--- config.mk ---
export PLATFORM = sky130hd
export DESIGN_NAME = c3w_reduce
export DESIGN_NICKNAME = d
export VERILOG_FILES = /design/src/sv/c3w_pkg.sv /design/src/sv/c3w_reduce.sv
export SDC_FILE = /design/constraint.sdc
export NUM_CORES = 1
export LEC_CHECK = 0
export ABC_CLOCK_PERIOD_IN_PS = 6760
export BUFFER_PORTS_ARGS = -buffer_cell sky130_fd_sc_hd__buf_2
export CORE_MARGIN = 8
export CORE_UTILIZATION = 40
export DETAILED_ROUTE_END_ITERATION = 10
export GPL_TIMING_DRIVEN = 0
export PLACE_DENSITY_LB_ADDON = 0.08
export SLEW_MARGIN = 30
export SYNTH_ARGS = -nofsm -noshare
export SYNTH_HDL_FRONTEND = slang
export SYNTH_SLANG_ARGS = --single-unit
--- constraint.sdc ---
create_clock -name clk -period 6.76 [get_ports clk]
set_input_delay 0.338 -clock clk [delete_from_list [all_inputs] [get_ports clk]]
set_output_delay 0.338 -clock clk [all_outputs]
set_load 0.1 [all_outputs]
--- src/sv/c3w_pkg.sv ---
// Shared types and constants for the 3x3 window filter.
// Depends on nothing; imported by every module of the filter.
package c3w_pkg;

  localparam int unsigned PIX_W     = 8;
  localparam int unsigned DIM_W     = 11;
  localparam int unsigned COEF_W    = 12;
  localparam int unsigned CROW_W    = 3 * COEF_W;
  localparam int unsigned CFG_IDX_W = 3;
  localparam int unsigned TAPS      = 9;
  localparam int unsigned DIVISOR   = 9;
  localparam int unsigned PIX_MAX   = 255;
  localparam int unsigned DIM_MIN   = 3;

  // configuration register indexes
  localparam logic [CFG_IDX_W-1:0] REG_IMAGE_WIDTH  = 3'd0;
  localparam logic [CFG_IDX_W-1:0] REG_IMAGE_HEIGHT = 3'd1;
  localparam logic [CFG_IDX_W-1:0] REG_COEF_TOP     = 3'd2;
  localparam logic [CFG_IDX_W-1:0] REG_COEF_MID     = 3'd3;
  localparam logic [CFG_IDX_W-1:0] REG_COEF_BOTTOM  = 3'd4;

  localparam logic [DIM_W-1:0]  RST_WIDTH    = 11'd426;
  localparam logic [DIM_W-1:0]  RST_HEIGHT   = 11'd240;
  localparam logic [CROW_W-1:0] RST_COEF_ROW = 36'hF00000100;

  typedef logic [PIX_W-1:0] pix_t;

  // per-stage load strobes from the pipeline control to the datapath
  typedef struct packed {
    logic ld_prod;
    logic ld_row;
    logic ld_sum;
    logic ld_div;
    logic ld_out;
  } c3w_adv_t;

endpackage

--- src/sv/c3w_reduce.sv ---
// Sum of the nine cell products, divide by nine toward zero, clamp to 0..255.
// Four registered stages driven by c3w_adv_t strobes. Uses c3w_pkg.
module c3w_reduce import c3w_pkg::*; #(
  parameter int unsigned COEF_FRAC_BITS = 8
) (
  input  logic                                        clk,
  input  c3w_adv_t                                    adv_i,
  input  logic signed [PIX_W+COEF_W-COEF_FRAC_BITS:0] prod_i [TAPS],
  output pix_t                                        filtered_o
);

  localparam int unsigned PROD_W    = PIX_W + COEF_W + 1 - COEF_FRAC_BITS;
  localparam int unsigned RSUM_W    = PROD_W + 2;
  localparam int unsigned SUM_W     = PROD_W + 4;
  localparam int unsigned MAG_W     = SUM_W - 1;
  localparam int unsigned DIV_SHIFT = MAG_W + 4;
  localparam int unsigned RECIP_W   = DIV_SHIFT - 3;
  localparam longint unsigned RECIP_VAL = (64'd1 << DIV_SHIFT) / DIVISOR;
  localparam logic [RECIP_W-1:0] RECIP = RECIP_W'(RECIP_VAL);

  logic signed [RSUM_W-1:0]  rsum_r [3];
  logic signed [SUM_W-1:0]   sum_r;
  logic                      neg_r;
  logic [MAG_W-1:0]          mag_r;
  logic [MAG_W-1:0]          quot_r;
  logic [MAG_W+RECIP_W-1:0]  scaled;
  logic [MAG_W:0]            rem;
  logic [MAG_W-1:0]          quot;
  pix_t                      filtered_r;

  always_ff @(posedge clk) begin
    if (adv_i.ld_row) begin
      for (int r = 0; r < 3; r++) begin
        rsum_r[r] <= RSUM_W'(prod_i[3*r]) + RSUM_W'(prod_i[3*r+1])
                   + RSUM_W'(prod_i[3*r+2]);
      end
    end
  end

  always_ff @(posedge clk) begin
    if (adv_i.ld_sum) begin
      sum_r <= SUM_W'(rsum_r[0]) + SUM_W'(rsum_r[1]) + SUM_W'(rsum_r[2]);
    end
  end

  // reciprocal estimate; may come out one short of the true quotient
  assign scaled = (MAG_W+RECIP_W)'(sum_r[MAG_W-1:0]) * (MAG_W+RECIP_W)'(RECIP);

  always_ff @(posedge clk) begin
    if (adv_i.ld_div) begin
      neg_r  <= sum_r[SUM_W-1];
      mag_r  <= sum_r[MAG_W-1:0];
      quot_r <= MAG_W'(scaled >> DIV_SHIFT);
    end
  end

  assign rem  = (MAG_W+1)'(mag_r) - ((MAG_W+1)'(quot_r) << 3) - (MAG_W+1)'(quot_r);
  assign quot = (rem >= (MAG_W+1)'(DIVISOR)) ? quot_r + 1'b1 : quot_r;

  // negative sums divide to zero or below and clamp to zero
  always_ff @(posedge clk) begin
    if (adv_i.ld_out) begin
      if (neg_r) begin
        filtered_r <= '0;
      end else if (quot > MAG_W'(PIX_MAX)) begin
        filtered_r <= PIX_W'(PIX_MAX);
      end else begin
        filtered_r <= quot[PIX_W-1:0];
      end
    end
  end

  assign filtered_o = filtered_r;

endmodule
## Word-level counts from Yosys, hierarchy flattened

Memories as Yosys holds them, arrays and structs flattened.
Index checks and enable logic that the tools add are counted.

| word-level totals | value |
|---|---|
| bits in registers | 55 |
| latch bits | 0 |
| bits in writable memories | 45 |
| memory bits (read-only) | 0 |
| input bits | 123 |
| output and inout bits | 8 |
| logic and storage cells | 24 |
| memories kept | 1 |

| operators by class | value |
|---|---|
| $add $sub $neg | 11 |
| multiply operators | 1 |
| divide/modulo/power cells | 0 |
| magnitude comparators | 2 |
| equality and inequality tests | 0 |
| shifts and indexed selects | 0 |
| multiplexer cells | 4 |
| bitwise operators | 0 |
| reductions and logical operators | 0 |

Memory list:

| memory | words | width | rd ports | clocked after memory_dff | write ports | RTL line | text |
|---|---|---|---|---|---|---|---|
| rsum_r | 3 | 15 | 3 | 0 | 3 | c3w_reduce.sv:21 | `logic signed [RSUM_W-1:0] rsum_r [3];` |

Operators by type and width:

| kind | number |
|---|---|
| adder 14 x 13 -> 15 bit | 3 |
| adder 13 x 13 -> 14 bit | 3 |
| multiplier 16 x 15 -> 31 bit, second input constant | 1 |
| adder 16 x 15 -> 17 bit | 1 |
| greater-or-equal comparator 17 x 4 -> 1 bit, second input constant | 1 |
| subtractor 16 x 16 -> 17 bit | 1 |
| subtractor 17 x 13 -> 17 bit | 1 |
| adder 15 x 15 -> 16 bit | 1 |
| adder 13 x 1 -> 14 bit, second input constant | 1 |
| greater-than comparator 14 x 8 -> 1 bit, second input constant | 1 |
| 2-to-1 mux 14 bit | 1 |
| 2-to-1 mux 8 bit | 1 |
| 2-to-1 mux 1 bit | 2 |

## Logic depth before layout (Yosys ltp)

| logic depth | value |
|---|---|
| depth in word-level cells | 6 |
| mapped depth | 21 |
| depth with buffers taken out | 21 |

## Worst setup path before layout

OpenSTA, ideal clock, no wires.

| path | value |
|---|---|
| kind | register to register |
| from | register sum_r[3] |
| to | register quot_r[12], data pin |
| library setup time | 0.260 ns |
| arrival time | 5.399 ns |
| required time | 6.500 ns |
| setup slack | 1.102 ns |
| stages on the path, launching flop included | 22 |
| buffers on the path | 0 |
| period minus slack after synthesis | 5.658 ns |
| path through | edfxtp_1 -> inv_1 -> fa_1 -> inv_1 -> ha_1 -> inv_1 -> fa_1 -> inv_1 -> fa_1 -> fa_1 -> fa_1 -> ha_1 -> and4_1 -> o2111a_1 -> a32oi_1 -> nand3_1 -> o31ai_1 -> a21oi_1 -> a21o_1 -> a21o_1 -> a21oi_1 -> xnor2_1 |

| between the ends | value |
|---|---|
| cells in the longest elaborated chain, start to end | 1 |

Ends and longest elaborated chain:

| what | RTL line | text |
|---|---|---|
| start: declaration | c3w_reduce.sv:22 | `logic signed [SUM_W-1:0] sum_r;` |
| start signal: assignment | c3w_reduce.sv:42 | `sum_r <= SUM_W'(rsum_r[0]) + SUM_W'(rsum_r[1]) + SUM_W'(rsum_r[2]);` |
| multiplier 16 x 15 -> 31 bit | c3w_reduce.sv:47 | `assign scaled = (MAG_W+RECIP_W)'(sum_r[MAG_W-1:0]) * (MAG_W+RECIP_W)'(RECIP);` |
| net scaled[32] | c3w_reduce.sv:26 | `logic [MAG_W+RECIP_W-1:0] scaled;` |
| end signal: assignment | c3w_reduce.sv:53 | `quot_r <= MAG_W'(scaled >> DIV_SHIFT);` |
| end: declaration | c3w_reduce.sv:25 | `logic [MAG_W-1:0] quot_r;` |

The timed path passes the listed nets, and every way through them passes these cells.
A chain may end at the register's enable or synchronous reset.

## Worst setup path after layout

| path | value |
|---|---|
| from | register sum_r[7] |
| to | register quot_r[12], data pin |

Same word-level chain as after synthesis.

==> impl_metrics.py <==
metrics = {
    "synth": {
        "syn-num-nets": 1421,
        "yosys.area.top_type_share_pct": 27.2,
        "synth.area.top_cells": "edfxtp_1, fa_1, ha_1, inv_1, xnor2_1",
        "async_flop_share_pct": 0,
        "synthDistinctLibCells": 65,
        "yosys_warnings": 0,
        "syn_avg_cell_area_um2": 11.1,
        "yosys_most_used_dff": "edfxtp_1",
        "syn_inst": 997,
        "synth_edf_count": 100,
        "syn-cell-area_mm2": 0.0110,
        "ys_ff_latch": 100,
        "ys_seq_area_share_pct": 27.2,
        "synth_top_area_cell": "edfxtp_1",
    },
    "floorplan": {
        "initial_utilization_pct": 40.8,
        "die_w_um": 182,
        "dieHeight_um": 182,
        "ioPinCount": 131,
        "rows": 60,
        "core_area_mm2": 0.0270,
        "die_area_mm2": 0.0331,
    },
    "sta": {
        "timing.fmax_ghz": 0.159,
        "setup_tns_ns": 0,
        "fin_crit_sh_pct": 93.1,
        "setup-violations-final": 0,
        "slew_violations": 0,
        "skew_ns": 0.0141,
        "tightest_slew_ns": 0.754,
        "hold_viol_final": 0,
        "period_needed_ns": 6.29,
        "max-slew-margin-rel_pct": 49.3,
        "grt_setup_unrepaired": "no",
    },
    "clock_tree": {
        "clk_pin_slew_ns": 0.08,
        "clockRootBuffer": "clkbuf_16",
        "cts_setup_buffers": 0,
        "htree_levels": 3,
        "cts_buffers": 9,
        "clk_path_buf_depth": 2,
        "insertion_delay_ns": 0.36,
        "cts_resized": 0,
        "tritoncts": "built",
        "clock-sinks": 100,
        "hold_buffers": 0,
    },
    "critical_path": {
        "timing.rr.start": "sum_r[7]",
        "reg2reg_depth": 19,
        "crit_end": "quot_r[12]",
        "cp_max_fo": 4,
        "setup.worst_path.start_class": "flip-flop",
        "required_ns": 6.86,
        "rrSetupSlack_ns": 0.47,
        "crit_arrival_ns": 6.39,
        "worst_setup_path_end_kind": "flip-flop",
        "startpoint": "sum_r[7]",
        "r2r_end": "quot_r[12]",
        "critPathKind": "flip-flop to flip-flop",
    },
    "global_routing": {
        "grt_pass1_vias": 8067,
        "antenna_found_initial": 0,
        "grt_start_max_net_pins": 46,
        "track_usage_pct": 14.4,
        "grt_pass1_wl_um": 39000,
        "overflow": 0,
    },
    "final_layout": {
        "fillCellCount": 2567,
        "drive_gt1_share_pct": 14.3,
        "fin_nets": 1561,
        "syn_to_final_growth_pct": 12.6,
        "ff_latch_area_mm2": 0.00300,
        "multiInputGateArea_mm2": 0.00738,
        "num_antenna_cells": 0,
    },
    "detailed_routing": {
        "viasPerCell": 4.97,
        "wire_per_inst_um": 15.4,
        "ant_nets": 0,
        "drc": 0,
        "routed_wl_um": 22900,
        "vias": 7376,
        "first_iter_violations": 281,
        "dr.pass1.iters": 4,
    },
    "hold_path": {
        "hold_class": "input pin to flip-flop",
        "min_from": "adv_i[0]",
    },
    "placed_design": {
        "port_buffers": 129,
        "gp_congestion": 0.807,
        "dp_hpwl_um": 20300,
    },
    "job": {
        "cap_viol_max_count": 0,
    },
    "run_status": {
        "outcome": "completed",
    },
}
[layer usage]
metal | vias up | GRT usage, % | wire [um]
li1 | 3731 | - | -
met1 | 3474 | 17.4 | 10400
met2 | 142 | 25.8 | 11300
met3 | 29 | 2.86 | 801
met4 | 0 | 3.94 | 365
met5 | - | 0 | 0
[flip-flops by register name (all words and copies together), names as in the netlist]
| signal | cells |
|---|---|
| rsum_r | 45 |
| mag_r | 16 |
| quot_r | 13 |
| sum_r | 17 |
| filtered_o | 8 |
| neg_r | 1 |
[critical path, cell delays in order, from the launching register on]
cell,delay [ns]
edfxtp_1,0.51
fa_1,0.59
ha_1,0.38
inv_1,0.08
fa_1,0.56
fa_1,0.53
fa_1,0.52
fa_1,0.52
inv_1,0.05
ha_1,0.30
a21oi_1,0.13
o21ai_0,0.20
a32oi_1,0.25
nand3_1,0.18
o31ai_1,0.38
a21oi_1,0.18
a21o_1,0.23
a21o_1,0.20
a21oi_1,0.17
xnor2_1,0.08
[worst min-delay path by stage]
stage	endpoint	slack [ns]	cells past startpoint
after detailed placement	mag_r[3]	0.58	0
after floorplan	neg_r	0.40	0
after global routing	filtered_o[7]	0.32	1
after CTS	filtered_o[6]	0.31	1
final	filtered_o[6]	0.33	1
after global placement	mag_r[3]	0.56	0
[logic make-up after synthesis]
family	share of synthesized area, %
xor+xnor	4.92
flops	27.2
buf+inv	5.83
fa+ha+maj	42.6
mux	0.556
simple gates	8.33
compound gates	10.6
[through the flow]
step | std cells | worst slack, ns | hold slack, ns | cell area [um^2] | utilization (%)
2_1_floorplan | 997 | 1.10 | 0.400 | 11000 | -
3_3_place_gp | 1467 | 0.411 | 0.556 | 12100 | 44.8
3_5_place_dp | 1467 | 0.416 | 0.576 | 12100 | 44.8
4_1_cts | 1483 | 0.392 | 0.314 | 12400 | 45.9
5_1_grt | 1483 | 0.129 | 0.317 | 12400 | 45.9
6_report | 1483 | 0.469 | 0.334 | 12400 | 45.9
[area by class of cell]
class | count | area share [%]
flip-flops and latches | 100 | 24.2
inverters | 160 | 4.84
plain buffers | 8 | 0.343
repair buffers | 129 | 5.22
well taps | 341 | 3.44
clock buffers | 10 | 1.84
multi-input cells | 729 | 59.5
clock inverters | 6 | 0.665
[Yosys cell counts, types with 5 or more instances]
cell type  count
a211oi_1       5
a21boi_0       7
a21o_1        11
a21oi_1       48
a31oi_1       12
and2_1         5
edfxtp_1     100
fa_1         124
ha_1         177
inv_1        160
mux2i_1        5
nand2_1       40
nand2b_1      12
nand3_1       12
nand4_1       10
nor2_1        55
nor2b_1       13
nor3_1        15
nor4_1         5
o21a_1         8
o21ai_0       37
o22ai_1        6
xnor2_1       48
xor2_1        14
[placed cells by master, fill, tap and decap left out, types with 6 or more instances in the layout]
cell type,count
inv_1,160
o21a_1,8
a31oi_1,12
xnor2_1,48
a21oi_1,48
clkbuf_16,9
nor2b_1,13
a21o_1,11
nand2b_1,12
edfxtp_1,100
nand2_1,40
nand3_1,12
ha_1,177
nor2_1,55
xor2_1,14
buf_2,132
o21ai_0,37
nor3_1,15
a21boi_0,7
nand4_1,10
fa_1,124
o22ai_1,6
Power is not shown: default switching activity piles up to over one toggle a cycle in this logic, so the estimate is an artifact.
