===== src/sv/c3w_pkg.sv =====
// Shared types and constants for the 3x3 window filter.
// Depends on nothing; imported by every module of the filter.
package c3w_pkg;

  localparam int unsigned PIX_W     = 8;
  localparam int unsigned DIM_W     = 11;
  localparam int unsigned COEF_W    = 12;
  localparam int unsigned CROW_W    = 3 * COEF_W;
  localparam int unsigned CFG_IDX_W = 3;
  localparam int unsigned TAPS      = 9;
  localparam int unsigned DIVISOR   = 9;
  localparam int unsigned PIX_MAX   = 255;
  localparam int unsigned DIM_MIN   = 3;

  // configuration register indexes
  localparam logic [CFG_IDX_W-1:0] REG_IMAGE_WIDTH  = 3'd0;
  localparam logic [CFG_IDX_W-1:0] REG_IMAGE_HEIGHT = 3'd1;
  localparam logic [CFG_IDX_W-1:0] REG_COEF_TOP     = 3'd2;
  localparam logic [CFG_IDX_W-1:0] REG_COEF_MID     = 3'd3;
  localparam logic [CFG_IDX_W-1:0] REG_COEF_BOTTOM  = 3'd4;

  localparam logic [DIM_W-1:0]  RST_WIDTH    = 11'd426;
  localparam logic [DIM_W-1:0]  RST_HEIGHT   = 11'd240;
  localparam logic [CROW_W-1:0] RST_COEF_ROW = 36'hF00000100;

  typedef logic [PIX_W-1:0] pix_t;

  // per-stage load strobes from the pipeline control to the datapath
  typedef struct packed {
    logic ld_prod;
    logic ld_row;
    logic ld_sum;
    logic ld_div;
    logic ld_out;
  } c3w_adv_t;

endpackage


===== src/sv/c3w_cell.sv =====
// One window cell: holds a window pixel, hands it to its left neighbor on
// every shift, and registers its truncated coefficient product. Uses c3w_pkg.
module c3w_cell import c3w_pkg::*; #(
  parameter int unsigned COEF_FRAC_BITS = 8
) (
  input  logic                            clk,
  input  logic                            rst_n,
  input  logic                            shift_i,
  input  pix_t                            pix_i,
  input  logic signed [COEF_W-1:0]        coef_i,
  input  logic                            ld_prod_i,
  output pix_t                            pix_o,
  output logic signed [PIX_W+COEF_W-COEF_FRAC_BITS:0] prod_o
);

  localparam int unsigned RAW_W  = PIX_W + COEF_W + 1;
  localparam int unsigned PROD_W = RAW_W - COEF_FRAC_BITS;

  pix_t                     pix_r;
  logic signed [RAW_W-1:0]  raw;
  logic [RAW_W-1:0]         mag;
  logic [RAW_W-1:0]         mag_sh;
  logic [PROD_W-1:0]        mag_tr;
  logic signed [PROD_W-1:0] trunc_val;
  logic signed [PROD_W-1:0] prod_r;

  assign raw       = $signed({1'b0, pix_r}) * coef_i;
  assign mag       = raw[RAW_W-1] ? (~raw + 1'b1) : raw;
  assign mag_sh    = mag >> COEF_FRAC_BITS;
  assign mag_tr    = mag_sh[PROD_W-1:0];
  // truncate toward zero: shift the magnitude, then restore the sign
  assign trunc_val = raw[RAW_W-1] ? $signed(~mag_tr + 1'b1) : $signed(mag_tr);

  always_ff @(posedge clk) begin
    if (!rst_n) begin
      pix_r <= '0;
    end else if (shift_i) begin
      pix_r <= pix_i;
    end
  end

  always_ff @(posedge clk) begin
    if (ld_prod_i) begin
      prod_r <= trunc_val;
    end
  end

  assign pix_o  = pix_r;
  assign prod_o = prod_r;

endmodule


===== config.mk =====
export PLATFORM = sky130hd
export DESIGN_NAME = c3w_cell
export DESIGN_NICKNAME = d
export VERILOG_FILES = /design/src/sv/c3w_pkg.sv /design/src/sv/c3w_cell.sv
export SDC_FILE = /design/constraint.sdc
export NUM_CORES = 1
export LEC_CHECK = 0
export ABC_AREA = 1
export BUFFER_PORTS_ARGS = -buffer_cell sky130_fd_sc_hd__buf_4
export CAP_MARGIN = 20
export CORE_MARGIN = 4
export CORE_UTILIZATION = 35
export DETAILED_ROUTE_END_ITERATION = 8
export GPL_TIMING_DRIVEN = 0
export HOLD_SLACK_MARGIN = 0.03
export MAX_ROUTING_LAYER = met4
export PLACE_DENSITY = 0.58
export SETUP_SLACK_MARGIN = 0.02
export SYNTH_ARGS = -nofsm -noshare
export SYNTH_HDL_FRONTEND = slang
export SYNTH_SLANG_ARGS = --single-unit

===== constraint.sdc =====
create_clock -name clk -period 17.6 [get_ports clk]
set_clock_uncertainty 0.2 [all_clocks]
set_input_delay 0.88 -clock clk [delete_from_list [all_inputs] [get_ports clk]]
set_output_delay 0.88 -clock clk [all_outputs]
set_load 0.05 [all_outputs]

Word-level counts from Yosys, hierarchy flattened
Index checks and enable logic that the tools add are counted.

$add $sub $neg: 2. $mul: 1. Multiplexer cells: 2. Bitwise gates (word level): 2.

Operator list (count): $add A21 B1 Y21 const B (1); $mul A9 B12 Y21 (1); $mux W21 (1); $not A21 Y21 (1); $add A13 B1 Y13 const B (1); $mux W13 (1); $not A13 Y13 (1).

Flip-flop bits (word level): 21. Input port bits: 24. Logic and storage cells: 9.

Longest topological paths before layout
Gate-level depths: netlist of run 1.

Depth after elaboration: 7. Mapped depth: 34. Gate-level depth less buffers: 33.

Worst setup path before layout of run 1
Ideal clock, no wire load.

Path type: input -> register. Start point: input coef_i[11]. End point: register prod_r[12] (netlist: prod_o[12]), data pin. Library setup time: 0.253 ns. Arrival: 5.870 ns. Required time: 17.147 ns. Setup slack: 11.278 ns. Cell stages on the path: 28. Buffers on the path: 1. Cell sequence: clkbuf_1 nand2_1 inv_1 fa_1 inv_1 fa_1 inv_1 fa_1 inv_1 fa_1 inv_1 ha_1 a21oi_1 o21ai_0 nor2_4 nand2_2 nand2_4 nand2_8 nor2_2 xor2_1 ha_1 nand2_4 nor2_4 nand3_4 nor2_4 nand2_2 nor2_1 nor2_1.

Cells in the longest elaborated chain, start to end: 7.

RTL lines: start: declaration (RTL line c3w_cell.sv:10) `input logic signed [COEF_W-1:0] coef_i,`; $mul A9 B12 Y21 (*) (RTL line c3w_cell.sv:27) `assign raw = $signed({1'b0, pix_r}) * coef_i;`; $not A21 Y21 (RTL line c3w_cell.sv:28) `assign mag = raw[RAW_W-1] ? (~raw + 1'b1) : raw;`; $add A21 B1 Y21 (RTL line c3w_cell.sv:28); $mux W21 (RTL line c3w_cell.sv:28); $not A13 Y13 (RTL line c3w_cell.sv:32) `assign trunc_val = raw[RAW_W-1] ? $signed(~mag_tr + 1'b1) : $signed(mag_tr);`; $add A13 B1 Y13 (RTL line c3w_cell.sv:32); $mux W13 (*) (RTL line c3w_cell.sv:32); via trunc_val[12] (RTL line c3w_cell.sv:24) `logic signed [PROD_W-1:0] trunc_val;`; end signal: assignment (RTL line c3w_cell.sv:44) `prod_r <= trunc_val;`; end: declaration (RTL line c3w_cell.sv:25) `logic signed [PROD_W-1:0] prod_r;`.

The timed path passes the listed nets; every way through them passes the cells marked *. A chain may end at the register's enable or synchronous reset.

Final worst setup path of run 1
Ends and elaborated chain as after synthesis.

==> results of run 1 <==
[final timing paths]
path	cells after the start	slack, ns	start	end
worst max-delay path	28	11.10	coef_i[11]	prod_o[12]
worst min-delay path	2	0.41	pix_o[7]	pix_o[7]
worst max register to register	30	11.41	pix_o[2]	prod_o[12]
worst min register to register	2	0.41	pix_o[7]	pix_o[7]
[final cells by class]
type	count	area share (%)
Clock buffer	3	1.18
Timing Repair Buffer	32	3.79
Sequential cell	21	8.69
Tap cell	216	4.26
Clock inverter	1	0.0790
Multi-Input combinational cell	563	66.9
Inverter	226	13.5
Buffer	22	1.62
[cells in the final DEF, fill, tap and decap left out, drive strengths merged]
cell type / Yosys / final
nor2: 51 / 51
nand3b: 3 / 3
fa: 78 / 78
edfxtp: 13 / 13
nand2: 276 / 276
nor3: 3 / 3
inv: 226 / 226
buf: 3 / 35
o21ai: 13 / 13
and2: 2 / 2
clkinv: 0 / 1
xnor2: 9 / 9
xor2: 3 / 3
dfxtp: 8 / 8
nand3: 54 / 54
a211o: 1 / 1
clkbuf: 19 / 22
o31ai: 1 / 1
nand4: 11 / 11
ha: 43 / 43
a21oi: 15 / 15
[critical path: stages]
cell	delay [ns]
clkbuf_1	0.20
nand2_1	0.17
inv_1	0.09
fa_1	0.55
inv_1	0.16
fa_1	0.66
inv_1	0.11
fa_1	0.54
inv_1	0.05
fa_1	0.52
inv_1	0.04
ha_1	0.34
a21oi_1	0.19
o21ai_0	0.15
nor2_4	0.17
nand2_2	0.08
nand2_4	0.12
nand2_8	0.09
nor2_2	0.10
xor2_1	0.20
ha_1	0.25
nand2_4	0.07
nor2_4	0.13
nand3_4	0.11
nor2_4	0.13
nand2_2	0.05
nor2_1	0.08
nor2_1	0.05
[metal layers]
metal | share of wire [%] | track usage, % | up-vias
met5 | 0 | - | -
met4 | 1.1 | 3.02 | 0
met3 | 2.5 | 0.444 | 7
met2 | 50 | 26.9 | 57
met1 | 47 | 20.6 | 2307
li1 | - | - | 2505
[sequential cells by signal (all words and copies together) (netlist names)]
register	flops
pix_o	8
prod_o	13
[where the power goes]
part / switching, mW / total, mW / internal, mW
Combinational: 0.480 / 0.723 / 0.244
Sequential: 0.00637 / 0.0950 / 0.0886
Clock: 0.0214 / 0.0521 / 0.0307
[cells by family after synthesis]
kind of cell    share of synthesized area [%]
fa+ha+maj                                36.5
compound gates                           3.05
simple gates                             32.4
flops                                    9.58
xor+xnor                                 1.83
buf+inv                                  16.6
[per-stage QoR]
stage | hold slack (ns) | utilization (%) | setup WS, ns
floorplan | 0.580 | - | 11.28
detailed placement | 0.393 | 39.1 | 10.78
global placement | 0.397 | 39.1 | 10.79
global route | 0.440 | 39.6 | 10.50
CTS | 0.407 | 39.6 | 11.01
finish | 0.412 | 39.6 | 11.10
==> flow_metrics.tcl, run 1 <==
set metrics [dict create \
    timing.fmax_mhz 154 \
    first_global_vias 4940 \
    drc 0 \
    layout-drive-gt1-share_pct 12.9 \
    holdBufCountCts 0 \
    worstPathRequired_ns 17.42 \
    start_util_pct 35.9 \
    p_total_mw 0.871 \
    setup_viol 0 \
    cp.arrival_ns 6.32 \
    ctsResizeCount 0 \
    multiInputGateArea_sq_mm 0.00424 \
    synth_top_area_share_pct 27.2 \
    drv_cap 0 \
    drt-vias-per-instance 4.50 \
    fp.dieArea_sq_mm 0.0185 \
    postPlaceCellArea_sq_mm 0.00626 \
    synth_warnings 0 \
    ant_nets 0 \
    yosysTopAreaCell "fa_1" \
    wl_per_cell_microns 11.6 \
    final_cells 1084 \
    synthFlopType "edfxtp_1" \
    hpwl_microns 10900 \
    synthArstFlopShare_pct 0 \
    antenna_cells 0 \
    antenna_found_initial 0 \
    power-per-cell-area_mw_per_mm2 137 \
    numCtsBuffers 3 \
    track_usage_pct 15.5 \
    synth_edf_count 13 \
    vdd_drop_max_mv 0.0622 \
    drt_iter0_drc 283 \
    path_max_fanout 8 \
    fillers 1766 \
    ys_ff_latch 21 \
    yosys-top-cells-area "fa_1 27%, nand2_1 16%, inv_1 14%" \
    ys_types 36 \
    via_count 4876 \
    clock_latency_ns 0.27 \
    rsz0062_at_grt "false" \
    area_delta_synth_final_pct 10.3 \
    cts-root-buf "clkbuf_16" \
    final_area_sq_mm 0.00634 \
    crit_path_end_kind "register" \
    ys_seq_area_share_pct 9.58 \
    maxSlewViolCount 0 \
    syn_avg_cell_area_sq_um 6.91 \
    grt_pass1_wl_microns 23000 \
    status "finished, final reports clean" \
    grt_max_degree 14 \
    grt-ovfl-total 0 \
    yosysMostFrequentCell "nand2_1" \
    slew_headroom_pct 64.3 \
    final-hold-violation-count 0 \
    syn_inst 832 \
    fin_crit_sh_pct 36.9 \
    cts.path.max_buffers 2 \
    num_rows 46 \
    regArea_sq_um 551 \
    post_cts_buffers 0 \
    routabilityCongestion 0.819 \
    syn_area_sq_mm 0.00575 \
    worst_slew_pin_slew_ns 0.536 \
    post-route-min-period_ns 6.50 \
    hp-class "reg2reg" \
    p_leak_nw 3.84 \
    dr.pass1.iters 5 \
    cts_tree "done" \
    dp_cells 1080 \
    finalSetupTns_ns 0 \
    chipWidth_microns 136 \
    dieHeight_microns 136 \
    drt-total-wl_microns 12600 \
    criticalPathCategory "in2reg" \
    synthTopCellsByCount "248 x nand2_1, 213 x inv_1, 78 x fa_1" \
    cts.sinks 21 \
    clk_pin_slew_ns 0.07 \
    final_nets 1014 \
    core_sq_mm 0.0160 \
    syn_nets 977 \
    start_kind "primary input" \
    h-tree-depth 1 \
    io_buffers 32 \
    num_io_pins 45 \
]
Power figures use the tool's default switching activity.
==> run 2, diff against run 1 <==
- PLACE_DENSITY: 0.58 -> 0.6
- clock period: 17.6 -> 5.6 ns (I/O delays scaled with it)
==> flow_metrics.tcl, run 2 (synthesis results as in run 1) <==
set metrics [dict create \
    status "finished, final reports clean" \
    final_cell_mix "228 x nand2_1, 199 x inv_1, 73 x fa_1" \
    vdd_drop_max_mv 0.192 \
    dp_cells 1080 \
    mostFrequentLayoutCell "nand2_1" \
    worst_slew_pin_slew_ns 0.426 \
    fillers 1706 \
    dr.pass1.iters 5 \
    p_total_mw 3.21 \
    final_area_sq_mm 0.00702 \
    post-route-min-period_ns 5.40 \
    postPlaceCellArea_sq_mm 0.00630 \
    routabilityCongestion 0.839 \
    fp.dieArea_sq_mm 0.0185 \
    layout_setup_ws_ns 0.203 \
    critPathSlowestCell "fa_2" \
    grt-ovfl-total 0 \
    criticalPathCategory "reg2reg" \
    grt_pass1_wl_microns 23600 \
    area_delta_synth_final_pct 22.1 \
    setup_viol 0 \
    largest_reg_flops 13 \
    cts.sinks 21 \
    fin_util_pct 43.9 \
    track_usage_pct 15.9 \
    p_leak_nw 4.04 \
    reg2reg_depth 29 \
    io_buffers 32 \
    holdPathEnd "pix_o[3]" \
    antenna_cells 0 \
    regArea_sq_um 574 \
    max_stage_delay_ns 0.58 \
    final_cells 1111 \
    core_sq_mm 0.0160 \
    drc 0 \
    num_rows 46 \
    via_count 5079 \
    layout-drive-gt1-share_pct 23.6 \
    grt_max_degree 14 \
    dieHeight_microns 136 \
    multiInputGateArea_sq_mm 0.00459 \
    final-hold-violation-count 0 \
    cp.arrival_ns 5.22 \
    drt-vias-per-instance 4.57 \
    cts_tree "done" \
    r2r_setup_slack_ns 0.20 \
    start_kind "register" \
    chipWidth_microns 136 \
    hold_ws_ns 0.0290 \
    drt-total-wl_microns 13500 \
    power-per-cell-area_mw_per_mm2 458 \
    finalSetupTns_ns 0 \
    antenna_found_initial 0 \
    rsz0062_at_grt "true" \
    ant_nets 0 \
    first_global_vias 5145 \
    path_max_fanout 8 \
    clk_pin_slew_ns 0.07 \
    clock_latency_ns 0.27 \
    final_nets 1041 \
    preCtsSetupSlack_ns -0.358 \
    slew_headroom_pct 71.6 \
    worstPathRequired_ns 5.42 \
    min_from "pix_i[3]" \
    num_io_pins 45 \
    timing.fmax_mhz 185 \
    fin_crit_sh_pct 96.4 \
    cts.path.max_buffers 2 \
    hold_depth 3 \
    numCtsBuffers 3 \
    drv_cap 0 \
    maxSlewViolCount 0 \
    crit_path_end_kind "register" \
    drt_iter0_drc 240 \
    wl_per_cell_microns 12.1 \
    h-tree-depth 1 \
    hpwl_microns 11000 \
    regToRegStartpoint "pix_o[0]" \
    cts-root-buf "clkbuf_16" \
    hp-class "in2reg" \
    r2r-end "prod_o[10]" \
    start_util_pct 35.9 \
]
run 2: layer usage:
layer / vias up / wire (microns) / track usage, % / share of wire, %
met4: 0 / 180 / 3.64 / 1.3
li1: 2561 / - / - / -
met5: - / 0 / - / 0
met1: 2431 / 6120 / 20.6 / 45
met2: 76 / 6880 / 27.6 / 51
met3: 11 / 280 / 0.888 / 2.1
run 2: where the power goes:
group | internal (mW) | switching, mW | total, mW
Combinational | 1.05 | 1.70 | 2.75
Sequential | 0.278 | 0.0213 | 0.300
Clock | 0.0966 | 0.0693 | 0.166
Total | 1.42 | 1.79 | 3.21
run 2: cell type report:
cell class                      instances  share of cell area (%)
Buffer                                 22                    2.46
Clock buffer                            3                    1.07
Clock inverter                          1                  0.0713
Inverter                              226                    12.4
Multi-Input combinational cell        563                    65.4
Sequential cell                        21                    8.18
Tap cell                              216                    3.85
Timing Repair Buffer                   59                    6.63
run 2: worst max path at each step:
stage | from | endpoint | slack (ns) | cells past startpoint
2_1_floorplan | pix_o[7] | prod_o[12] | 0.02 | 28
3_3_place_gp | coef_i[11] | prod_o[10] | -0.34 | 30
3_5_place_dp | coef_i[11] | prod_o[10] | -0.36 | 30
4_1_cts | pix_o[1] | prod_o[10] | 0.02 | 29
5_1_grt | pix_o[2] | prod_o[10] | -0.04 | 27
6_report | pix_o[0] | prod_o[10] | 0.20 | 29
run 2: critical path, delay by kind of cell (launching register included):
kind / cells / cell delay [ns]
AO/OA/AOI/OAI: 1 / 0.16
adder cells (fa/ha/maj): 6 / 2.51
flip-flops: 1 / 0.38
AND/OR/NAND/NOR: 15 / 1.30
buffers and inverters: 6 / 0.35
XOR/XNOR: 1 / 0.20
run 2: repair_timing:
| item | in CTS | in global routing |
|---|---|---|
| hold endpoints to repair | 2 | 0 |
| pin swaps | 8 | 44 |
| endpoints found under the setup margin | 8 | 10 |
| cloned | 0 | 1 |
| resized for setup | 38 | 70 |
| setup buffers | 7 | 17 |
| hold buffers | 2 | 0 |
